### src/rtl/crcf_pkg.sv
`timescale 1ns / 1ps
`default_nettype none
// ----------------------------------------------------------------------------
// crcf_pkg
// shared types and codes for the central register and channel file
// ----------------------------------------------------------------------------
package crcf_pkg;

  // access codes carried by an item
  typedef enum logic [2:0] {
    FUNC_RD_CENTRAL = 3'd0,
    FUNC_WR_CENTRAL = 3'd1,
    FUNC_WR_G       = 3'd2,
    FUNC_RD_CHANNEL = 3'd3,
    FUNC_WR_CHANNEL = 3'd4
  } func_t;

  // central register addresses
  localparam logic [11:0] ADDR_A    = 12'o0;
  localparam logic [11:0] ADDR_L    = 12'o1;
  localparam logic [11:0] ADDR_Q    = 12'o2;
  localparam logic [11:0] ADDR_EB   = 12'o3;
  localparam logic [11:0] ADDR_FB   = 12'o4;
  localparam logic [11:0] ADDR_Z    = 12'o5;
  localparam logic [11:0] ADDR_BB   = 12'o6;
  localparam logic [11:0] ADDR_CYR  = 12'o20;
  localparam logic [11:0] ADDR_SR   = 12'o21;
  localparam logic [11:0] ADDR_CYL  = 12'o22;
  localparam logic [11:0] ADDR_EDOP = 12'o23;

  // i/o channel numbers (low six bits of addr)
  localparam logic [5:0] CH_L        = 6'o01;
  localparam logic [5:0] CH_Q        = 6'o02;
  localparam logic [5:0] CH_HISCALER = 6'o03;
  localparam logic [5:0] CH_LOSCALER = 6'o04;
  localparam logic [5:0] CH_BYTE0    = 6'o05;
  localparam logic [5:0] CH_BYTE1    = 6'o06;
  localparam logic [5:0] CH_SUPERBNK = 6'o07;
  localparam logic [5:0] CH_OUT10    = 6'o10;
  localparam logic [5:0] CH_DSPLAMP  = 6'o11;
  localparam logic [5:0] CH_OUT12    = 6'o12;
  localparam logic [5:0] CH_ALMTEST  = 6'o13;
  localparam logic [5:0] CH_OUT14    = 6'o14;
  localparam logic [5:0] CH_KEY_A    = 6'o15;
  localparam logic [5:0] CH_KEY_B    = 6'o16;
  localparam logic [5:0] CH_SPARE30  = 6'o30;
  localparam logic [5:0] CH_SPARE31  = 6'o31;
  localparam logic [5:0] CH_SPARE32  = 6'o32;
  localparam logic [5:0] CH_SPARE33  = 6'o33;

  // armed editing of later G writes, kept until another edit address is read
  typedef enum logic [2:0] {
    EDIT_NONE,
    EDIT_CYR,
    EDIT_SR,
    EDIT_CYL,
    EDIT_EDOP
  } edit_t;

  typedef struct packed {
    logic        opr_error;
    logic        vn_flash;
    logic        key_rel;
    logic        temp;
    logic        uplink;
    logic        cpu_active;
    logic        restart_flag;
    logic        restart_lamp;
    logic        standby_lamp;
  } lamp_t;

  localparam lamp_t LAMP_RESET = '{
    opr_error:    1'b0,
    vn_flash:     1'b0,
    key_rel:      1'b0,
    temp:         1'b0,
    uplink:       1'b0,
    cpu_active:   1'b0,
    restart_flag: 1'b1,
    restart_lamp: 1'b1,
    standby_lamp: 1'b0
  };

  typedef struct packed {
    logic [2:0]  func;
    logic [11:0] addr;
    logic [15:0] wdata;
    logic [30:0] scaler_count;
    logic        flash_on;
    logic        standby_on;
    logic [15:0] key_channel_a;
    logic [15:0] key_channel_b;
  } in_item_t;

  typedef struct packed {
    logic [15:0] rdata;
    logic [15:0] g_value;
    logic        opr_error_lamp;
    logic        vn_flash_lamp;
    logic        key_rel_lamp;
    logic        temp_lamp;
    logic        uplink_lamp;
    logic        cpu_active_lamp;
    logic        restart_flag;
    logic        restart_lamp;
    logic        standby_lamp;
  } out_item_t;

endpackage
`default_nettype wire

### src/rtl/central_register_and_channel_file.sv
`timescale 1ns / 1ps
`default_nettype none
// ----------------------------------------------------------------------------
// central_register_and_channel_file
// central registers, G edit network and i/o channels of a 16-bit machine
// ----------------------------------------------------------------------------
// Each item is one access (read or write of a central register, an edited
// write of G, or a read or write of an i/o channel) and gives exactly one
// result item carrying the read word, the G register after the access and
// the display lamp state. Items are taken one per clock while out_ready does
// not hold a waiting result: an item is held in the input register, the
// access logic runs between that register and the result register, and the
// result is registered in the result register until it is taken. While a
// result waits on out_ready the input register still takes one more item;
// after that in_ready stays low until the waiting result is taken.
// Register state is updated in the cycle the item passes from input to
// result register, so each item sees everything earlier items left behind.
// ----------------------------------------------------------------------------
module central_register_and_channel_file (
  input  wire logic                clk,
  input  wire logic                rst_n,
  input  wire logic                in_valid,
  output logic                     in_ready,
  input  wire crcf_pkg::in_item_t  in_data,
  output logic                     out_valid,
  input  wire logic                out_ready,
  output crcf_pkg::out_item_t      out_data
);

  // input register
  logic                in_valid_r;
  crcf_pkg::in_item_t  in_item_r;

  // result register
  logic                out_valid_r;
  crcf_pkg::out_item_t out_item_r, out_item_nxt;

  logic                advance;
  logic [15:0]         rdata;
  logic [15:0]         g_value;
  crcf_pkg::lamp_t     lamps;

  // item moves to the result side when that register is free or draining
  assign advance  = in_valid_r && (!out_valid_r || out_ready);
  assign in_ready = !in_valid_r || advance;

  always_ff @(posedge clk) begin
    if (!rst_n) begin
      in_valid_r <= 1'b0;
    end else if (in_valid && in_ready) begin
      in_valid_r <= 1'b1;
    end else if (advance) begin
      in_valid_r <= 1'b0;
    end
  end

  always_ff @(posedge clk) begin
    if (in_valid && in_ready) begin
      in_item_r <= in_data;
    end
  end

  // register, channel and lamp state
  crcf_core u_core (
    .clk   (clk),
    .rst_n (rst_n),
    .fire  (advance),
    .item  (in_item_r),
    .rdata (rdata),
    .lamps (lamps)
  );

  // G register and edit network
  crcf_gate u_gate (
    .clk     (clk),
    .rst_n   (rst_n),
    .fire    (advance),
    .item    (in_item_r),
    .g_value (g_value)
  );

  always_comb begin
    out_item_nxt.rdata           = rdata;
    out_item_nxt.g_value         = g_value;
    out_item_nxt.opr_error_lamp  = lamps.opr_error;
    out_item_nxt.vn_flash_lamp   = lamps.vn_flash;
    out_item_nxt.key_rel_lamp    = lamps.key_rel;
    out_item_nxt.temp_lamp       = lamps.temp;
    out_item_nxt.uplink_lamp     = lamps.uplink;
    out_item_nxt.cpu_active_lamp = lamps.cpu_active;
    out_item_nxt.restart_flag    = lamps.restart_flag;
    out_item_nxt.restart_lamp    = lamps.restart_lamp;
    out_item_nxt.standby_lamp    = lamps.standby_lamp;
  end

  always_ff @(posedge clk) begin
    if (!rst_n) begin
      out_valid_r <= 1'b0;
    end else if (advance) begin
      out_valid_r <= 1'b1;
    end else if (out_ready) begin
      out_valid_r <= 1'b0;
    end
  end

  always_ff @(posedge clk) begin
    if (advance) begin
      out_item_r <= out_item_nxt;
    end
  end

  assign out_valid = out_valid_r;
  assign out_data  = out_item_r;

`ifndef SYNTHESIS
  // a held item is neither dropped nor altered
  assert property (@(posedge clk) disable iff (!rst_n)
    in_valid_r && !advance |=> in_valid_r && $stable(in_item_r))
    else $error("held input item lost or changed");

  // every item leaving the input register shows up as a result
  assert property (@(posedge clk) disable iff (!rst_n)
    advance |=> out_valid)
    else $error("result missing after access");

  // the restart latch is only ever cleared, and its lamp is lit while it is set
  assert property (@(posedge clk) disable iff (!rst_n)
    out_valid && out_data.restart_flag |-> out_data.restart_lamp)
    else $error("restart latch set with lamp dark");

  // write accesses return a zero read word
  assert property (@(posedge clk) disable iff (!rst_n)
    advance && (in_item_r.func == crcf_pkg::FUNC_WR_CENTRAL ||
                in_item_r.func == crcf_pkg::FUNC_WR_CHANNEL ||
                in_item_r.func == crcf_pkg::FUNC_WR_G)
    |=> out_data.rdata == 16'd0)
    else $error("nonzero read word on write access");
`endif

endmodule
`default_nettype wire

### src/rtl/crcf_gate.sv
`timescale 1ns / 1ps
`default_nettype none
// ----------------------------------------------------------------------------
// crcf_gate
// G register with its edit network and the armed edit mode
// ----------------------------------------------------------------------------
module crcf_gate (
  input  wire logic              clk,
  input  wire logic              rst_n,
  input  wire logic              fire,
  input  wire crcf_pkg::in_item_t item,
  output logic [15:0]            g_value
);

  crcf_pkg::edit_t edit_r, edit_nxt;
  logic [15:0]     gate_r, gate_nxt;
  logic [15:0]     wl;

  assign wl = item.wdata;

  always_comb begin
    edit_nxt = edit_r;
    gate_nxt = gate_r;
    if (fire) begin
      case (item.func)
        crcf_pkg::FUNC_RD_CENTRAL: begin
          unique case (item.addr)
            crcf_pkg::ADDR_CYR:  edit_nxt = crcf_pkg::EDIT_CYR;
            crcf_pkg::ADDR_SR:   edit_nxt = crcf_pkg::EDIT_SR;
            crcf_pkg::ADDR_CYL:  edit_nxt = crcf_pkg::EDIT_CYL;
            crcf_pkg::ADDR_EDOP: edit_nxt = crcf_pkg::EDIT_EDOP;
            default:             edit_nxt = edit_r;
          endcase
        end
        crcf_pkg::FUNC_WR_G: begin
          unique case (edit_r)
            crcf_pkg::EDIT_CYR:  gate_nxt = {wl[0], 1'b0, wl[15], wl[13:1]};
            crcf_pkg::EDIT_SR:   gate_nxt = {wl[15], 1'b0, wl[15], wl[13:1]};
            crcf_pkg::EDIT_CYL:  gate_nxt = {wl[13], 1'b0, wl[12:0], wl[15]};
            crcf_pkg::EDIT_EDOP: gate_nxt = {9'd0, wl[13:7]};
            default:             gate_nxt = wl;
          endcase
        end
        default: ;
      endcase
    end
  end

  always_ff @(posedge clk) begin
    if (!rst_n) begin
      edit_r <= crcf_pkg::EDIT_NONE;
      gate_r <= 16'd0;
    end else begin
      edit_r <= edit_nxt;
      gate_r <= gate_nxt;
    end
  end

  // value after this access
  assign g_value = gate_nxt;

endmodule
`default_nettype wire

### src/rtl/crcf_core.sv
`timescale 1ns / 1ps
`default_nettype none
// ----------------------------------------------------------------------------
// crcf_core
// central registers, i/o channels and lamp flags
// ----------------------------------------------------------------------------
module crcf_core (
  input  wire logic              clk,
  input  wire logic              rst_n,
  input  wire logic              fire,
  input  wire crcf_pkg::in_item_t item,
  output logic [15:0]            rdata,
  output crcf_pkg::lamp_t        lamps
);

  logic [15:0]     acc_r, acc_nxt;
  logic [15:0]     low_r, low_nxt;
  logic [15:0]     ret_r, ret_nxt;
  logic [15:0]     pc_r, pc_nxt;
  logic [2:0]      eb_r, eb_nxt;
  logic [4:0]      fb_r, fb_nxt;
  logic [2:0]      feb_r, feb_nxt;
  logic [7:0]      byte0_r, byte0_nxt;
  logic [7:0]      byte1_r, byte1_nxt;
  logic [14:0]     out_ch_r [5];
  logic [14:0]     out_ch_nxt [5];
  logic            alarm_r, alarm_nxt;
  crcf_pkg::lamp_t lamps_r, lamps_nxt;

  logic [5:0]      ch;
  logic [15:0]     wl;
  logic [14:0]     cw;
  logic [15:0]     low_fixed;
  logic [15:0]     fb_word;
  logic [14:0]     och;

  assign ch        = item.addr[5:0];
  assign wl        = item.wdata;
  // channel word: bit 14 is dropped and bit 15 becomes its top bit
  assign cw        = {wl[15], wl[13:0]};
  assign low_fixed = {low_r[15], low_r[15], low_r[13:0]};
  assign fb_word   = {fb_r[4], fb_r, 10'd0};
  assign och       = out_ch_r[ch[2:0]];

  always_comb begin
    rdata = 16'd0;
    if (fire) begin
      case (item.func)
        crcf_pkg::FUNC_RD_CENTRAL: begin
          unique case (item.addr)
            crcf_pkg::ADDR_A:  rdata = acc_r;
            crcf_pkg::ADDR_L:  rdata = low_fixed;
            crcf_pkg::ADDR_Q:  rdata = ret_r;
            crcf_pkg::ADDR_EB: rdata = {5'd0, eb_r, 8'd0};
            crcf_pkg::ADDR_FB: rdata = fb_word;
            crcf_pkg::ADDR_Z:  rdata = pc_r;
            crcf_pkg::ADDR_BB: rdata = fb_word | {13'd0, eb_r};
            default:           rdata = 16'd0;
          endcase
        end
        crcf_pkg::FUNC_RD_CHANNEL: begin
          unique case (ch) inside
            crcf_pkg::CH_L:        rdata = low_fixed;
            crcf_pkg::CH_Q:        rdata = ret_r;
            crcf_pkg::CH_HISCALER: rdata = {2'd0, item.scaler_count[30:17]};
            crcf_pkg::CH_LOSCALER: rdata = {2'd0, item.scaler_count[16:3]};
            crcf_pkg::CH_BYTE0:    rdata = {8'd0, byte0_r};
            crcf_pkg::CH_BYTE1:    rdata = {8'd0, byte1_r};
            crcf_pkg::CH_SUPERBNK: rdata = {9'd0, feb_r, 4'd0};
            crcf_pkg::CH_OUT10, crcf_pkg::CH_DSPLAMP, crcf_pkg::CH_OUT12,
            crcf_pkg::CH_ALMTEST, crcf_pkg::CH_OUT14:
                                   rdata = {och[14], och};
            crcf_pkg::CH_KEY_A:    rdata = item.key_channel_a;
            crcf_pkg::CH_KEY_B:    rdata = item.key_channel_b;
            crcf_pkg::CH_SPARE30, crcf_pkg::CH_SPARE31, crcf_pkg::CH_SPARE32,
            crcf_pkg::CH_SPARE33:
                                   rdata = 16'hFFFF;
            default:               rdata = 16'd0;
          endcase
        end
        default: rdata = 16'd0;
      endcase
    end
  end

  always_comb begin
    acc_nxt    = acc_r;
    low_nxt    = low_r;
    ret_nxt    = ret_r;
    pc_nxt     = pc_r;
    eb_nxt     = eb_r;
    fb_nxt     = fb_r;
    feb_nxt    = feb_r;
    byte0_nxt  = byte0_r;
    byte1_nxt  = byte1_r;
    out_ch_nxt = out_ch_r;
    alarm_nxt  = alarm_r;
    lamps_nxt  = lamps_r;
    if (fire) begin
      case (item.func)
        crcf_pkg::FUNC_WR_CENTRAL: begin
          unique case (item.addr)
            crcf_pkg::ADDR_A:  acc_nxt = wl;
            crcf_pkg::ADDR_L:  low_nxt = wl;
            crcf_pkg::ADDR_Q:  ret_nxt = wl;
            crcf_pkg::ADDR_EB: eb_nxt  = wl[10:8];
            crcf_pkg::ADDR_FB: fb_nxt  = {wl[15], wl[13:10]};
            crcf_pkg::ADDR_Z:  pc_nxt  = wl;
            crcf_pkg::ADDR_BB: begin
              eb_nxt = wl[2:0];
              fb_nxt = {wl[15], wl[13:10]};
            end
            default: ;
          endcase
        end
        crcf_pkg::FUNC_WR_CHANNEL: begin
          unique case (ch)
            crcf_pkg::CH_L:        low_nxt   = wl;
            crcf_pkg::CH_Q:        ret_nxt   = wl;
            crcf_pkg::CH_BYTE0:    byte0_nxt = wl[7:0];
            crcf_pkg::CH_BYTE1:    byte1_nxt = wl[7:0];
            crcf_pkg::CH_SUPERBNK: feb_nxt   = wl[6:4];
            crcf_pkg::CH_OUT10:    out_ch_nxt[0] = cw;
            crcf_pkg::CH_DSPLAMP: begin
              out_ch_nxt[1]        = cw;
              lamps_nxt.opr_error  = !item.flash_on && cw[6];
              lamps_nxt.vn_flash   = item.flash_on && cw[5];
              lamps_nxt.key_rel    = !item.flash_on && cw[4];
              lamps_nxt.temp       = cw[3];
              lamps_nxt.uplink     = cw[2];
              lamps_nxt.cpu_active = cw[1];
              // restart clear; the lamp stays lit under alarm test
              if (cw[9]) begin
                lamps_nxt.restart_flag = 1'b0;
                if (!alarm_r) lamps_nxt.restart_lamp = 1'b0;
              end
            end
            crcf_pkg::CH_OUT12:    out_ch_nxt[2] = cw;
            crcf_pkg::CH_ALMTEST: begin
              out_ch_nxt[3]          = cw;
              alarm_nxt              = cw[9];
              lamps_nxt.restart_lamp = lamps_r.restart_flag || cw[9];
              lamps_nxt.standby_lamp = item.standby_on || cw[9];
            end
            crcf_pkg::CH_OUT14:    out_ch_nxt[4] = cw;
            default: ;
          endcase
        end
        default: ;
      endcase
    end
  end

  always_ff @(posedge clk) begin
    if (!rst_n) begin
      acc_r    <= 16'd0;
      low_r    <= 16'd0;
      ret_r    <= 16'd0;
      pc_r     <= 16'd0;
      eb_r     <= 3'd0;
      fb_r     <= 5'd0;
      feb_r    <= 3'd0;
      byte0_r  <= 8'd0;
      byte1_r  <= 8'd0;
      out_ch_r <= '{default: 15'd0};
      alarm_r  <= 1'b0;
      lamps_r  <= crcf_pkg::LAMP_RESET;
    end else begin
      acc_r    <= acc_nxt;
      low_r    <= low_nxt;
      ret_r    <= ret_nxt;
      pc_r     <= pc_nxt;
      eb_r     <= eb_nxt;
      fb_r     <= fb_nxt;
      feb_r    <= feb_nxt;
      byte0_r  <= byte0_nxt;
      byte1_r  <= byte1_nxt;
      out_ch_r <= out_ch_nxt;
      alarm_r  <= alarm_nxt;
      lamps_r  <= lamps_nxt;
    end
  end

  assign lamps = lamps_nxt;

endmodule
`default_nettype wire
### config.mk
export PLATFORM = sky130hd
export DESIGN_NAME = central_register_and_channel_file
export DESIGN_NICKNAME = d
export VERILOG_FILES = /design/src/rtl/crcf_pkg.sv /design/src/rtl/central_register_and_channel_file.sv /design/src/rtl/crcf_gate.sv /design/src/rtl/crcf_core.sv
export SDC_FILE = /design/constraint.sdc
export NUM_CORES = 1
export LEC_CHECK = 0
export BUFFER_PORTS_ARGS = -buffer_cell sky130_fd_sc_hd__buf_4
export CORE_ASPECT_RATIO = 0.7
export CORE_UTILIZATION = 25
export CTS_CLUSTER_DIAMETER = 80
export DETAILED_ROUTE_END_ITERATION = 7
export SLEW_MARGIN = 20
export SYNTH_ARGS = -nofsm -noshare
export SYNTH_HDL_FRONTEND = slang
export SYNTH_SLANG_ARGS = --single-unit
### constraint.sdc
create_clock -name clk -period 3.8 [get_ports clk]
set_input_delay 0.76 -clock clk [delete_from_list [all_inputs] [get_ports clk]]
set_output_delay 0.76 -clock clk [all_outputs]
set_load 0.01 [all_outputs]
==> metrics.cfg <==
[outcome]
outcome = complete, no violations

[worst_hold_path]
hold_depth = 1
hold_class = input port to flip-flop
hold_end = in_item_r[24]
holdCritStartpoint = in_data[24]

[sta]
setup_ws_ns = 0.548
maxSlewHeadroom_pct = 27.9
fin_crit_sh_pct = 85.6
setup_tns_ns = 0
worstMarginPinSlew_ns = 1.08
rsz0062_at_grt = false
max_freq_mhz = 307
maxSlewViolCount = 0
setup_viol = 0
hold_viol_final = 0
fin_skew_ns = 0.0222
layout_min_cycle_time_ns = 3.25

[power]
irDropWorstVdd_uv = 345
total_power_mw = 7.46
switching_share_pct = 23.6
sequentialPowerShare_pct = 51.8
net-switching-power_mw = 1.76
leakagePower_nw = 5.97
p_comb_share_pct = 5.8
clkPwrFrac_pct = 42.4
p_int_mw = 5.70
power_density_mw_per_mm2 = 434

[detailed_routing]
num_vias = 11600
avgRoutedWirePerCell_um = 21.2
vias_per_cell = 5.14
drtAntennaViolNets = 0
drc = 0
wl_um = 48000
drtIter0Drc = 1428
firstDrtPassIters = 6

[logic_synthesis]
post-synth-top-count-cell = dfxtp_1
ys_warn_count = 0
async_reset_ff_share_pct = 0
synth_common_cells = dfxtp_1 (195), nand2_1 (185), edfxtp_1 (134), mux2i_1 (101), a21oi_1 (100)
avgSynthCellArea_um2 = 10.2
syn_area_mm2 = 0.0143
yosys.area.top_type = edfxtp_1
ys_seq_area_share_pct = 55.6
synth_top_area_share_pct = 28.2
synth.distinct_cells = 75
synth_fp_nets = 1498
synth.ff_latch_count = 329
netlist_instances = 1398
synth_edf_count = 134
synth_area_leaders = edfxtp_1 (28%), dfxtp_1 (27%), mux2i_1 (7.1%)
synthFlopType = dfxtp_1

[clock_tree]
clockBufferDepth = 3
clkSlewWorstSetupHoldPaths_ns = 0.07
cts_resized = 0
worst_skew_pair.late_latency_ns = 0.60
cts_tree = done
cts_setup_buffers = 0
cts_htree_levels = 1
postCtsHoldBufs = 0
cts_root_buf = clkbuf_16
cts_buffers = 31
clock-sinks = 329

[global_routing]
grt_max_degree = 77
grt_pass1_vias = 11000
antenna_found_initial = 2
gr-total-overflow = 0
grt_pass1_wl_um = 70100
grtUsageTotal_pct = 16.1

[finish]
fin_nets = 1601
register_area_mm2 = 0.00793
utilization_pct = 30.8
drive_gt1_share_pct = 18.8
multi_input_area_mm2 = 0.00581
design_area_mm2 = 0.0172
area.growth.synth_to_final_pct = 20.6
n_fill_cell = 5689

[job]
maxCapViolations = 0

[worst_setup_path]
cp_data_required_time_ns = 4.32
r2r_setup_slack_ns = 0.55
max_stage_delay_ns = 0.71
rr_worst_depth = 5
r2r-start = in_item_r[86]
crit_slowest_cell = nor4b_2
setup.worst_path.start_class = flip-flop
path_max_fanout = 21
endpoint_kind = flip-flop
r2r-end = u_core.lamps_r[6]
crit_chain = nor4b_2, nand4_1, or2_2, o21ai_0, and2_1
crit_type = flip-flop to flip-flop
worstPathArrival_ns = 3.77

[die]
core-area_mm2 = 0.0558
die_w_um = 287
io_pins = 143
dieArea_mm2 = 0.0580
core.rowCount = 72
die_h_um = 202
start_util_pct = 25.6

[placement]
dpl-instance-area_mm2 = 0.0162
pre_cts_slack_ns = 0.765
globalplace.congestion = 0.921
dp_hpwl_um = 33800
io_buffers = 139

[critical path, delay by kind of cell (launching register included)]
family / cells / cell delay [ns]
AND/OR/NAND/NOR: 4 / 2.13
flip-flops: 1 / 0.67
AO/OA/AOI/OAI: 1 / 0.37
[state kept, by name, summed over array words and instances, names as in the netlist, 5 cells and up]
register,cells
in_item_r,93
u_core.out_ch_r,75
out_data,41
u_core.acc_r,16
u_core.pc_r,16
u_core.ret_r,16
u_gate.gate_r,16
u_core.low_r,15
u_core.lamps_r,9
u_core.byte0_r,8
u_core.byte1_r,8
u_core.fb_r,5
[layout make-up]
type,count,area share [%]
inverters,10,0.226
flip-flops and latches,329,46.1
well taps,740,5.38
repair buffers,193,8.65
diodes,1,0.0146
clock inverters,21,1.22
clock buffers,36,4.62
multi-input cells,936,33.8
[metal layers]
layer / wire length, um / global-route usage (%)
met2: 19600 / 22.1
met1: 21500 / 23.8
met5: 0 / 0
met4: 874 / 3.48
met3: 6120 / 5.62
[metrics by stage]
| step | cells | hold WS, ns |
|---|---|---|
| floorplan | 1398 | 0.427 |
| global placement | 2208 | 0.438 |
| detailed placement | 2208 | 0.444 |
| CTS | 2265 | 0.317 |
| global route | 2265 | 0.318 |
| finish | 2266 | 0.338 |
[power by group through the flow]
| stage | combinational [mW] | sequential [mW] | clock [mW] |
|---|---|---|---|
| after floorplan | 0.233 | 3.87 | 0 |
| after global placement | 0.420 | 3.94 | 0 |
| after detailed placement | 0.428 | 3.94 | 0 |
| after CTS | 0.429 | 3.86 | 3.23 |
| after global routing | 0.460 | 3.87 | 3.37 |
| final | 0.431 | 3.86 | 3.16 |
[how the worst max path moves through the flow]
stage | start | to | slack [ns] | depth (start not counted)
finish | in_item_r[86] | u_core.lamps_r[6] | 0.55 | 5
global route | in_item_r[82] | out_data[35] | 0.48 | 6
CTS | in_item_r[86] | u_core.lamps_r[6] | 0.73 | 5
detailed placement | in_item_r[86] | u_core.lamps_r[6] | 0.77 | 5
global placement | in_item_r[82] | out_data[26] | 0.82 | 7
floorplan | out_ready | in_item_r[0] | 0.20 | 3
[cell usage in the layout (no fill, tap or decap), types with 11 or more instances in the layout]
master / instances
and2_1: 21
edfxtp_1: 134
clkbuf_16: 31
nand3_1: 57
nor2_1: 95
nand2_1: 185
o21ai_0: 95
a2111oi_0: 11
a22oi_1: 16
o22ai_1: 28
nand2b_1: 13
a21oi_1: 100
dfxtp_1: 195
a22o_1: 16
and3_1: 14
nor3_1: 15
buf_4: 190
mux2i_1: 101
mux2_2: 17
[kinds of logic after synthesis]
| family | Yosys count | share of synthesized area (%) |
|---|---|---|
| multiplexers | 125 | 9.48 |
| AND/OR/NAND/NOR | 462 | 15.6 |
| buffers and inverters | 133 | 3.88 |
| AO/OA/AOI/OAI | 346 | 15.3 |
| flip-flops | 329 | 55.6 |
| XOR/XNOR | 3 | 0.184 |
Note: power is estimated with default switching activity, not from simulation.
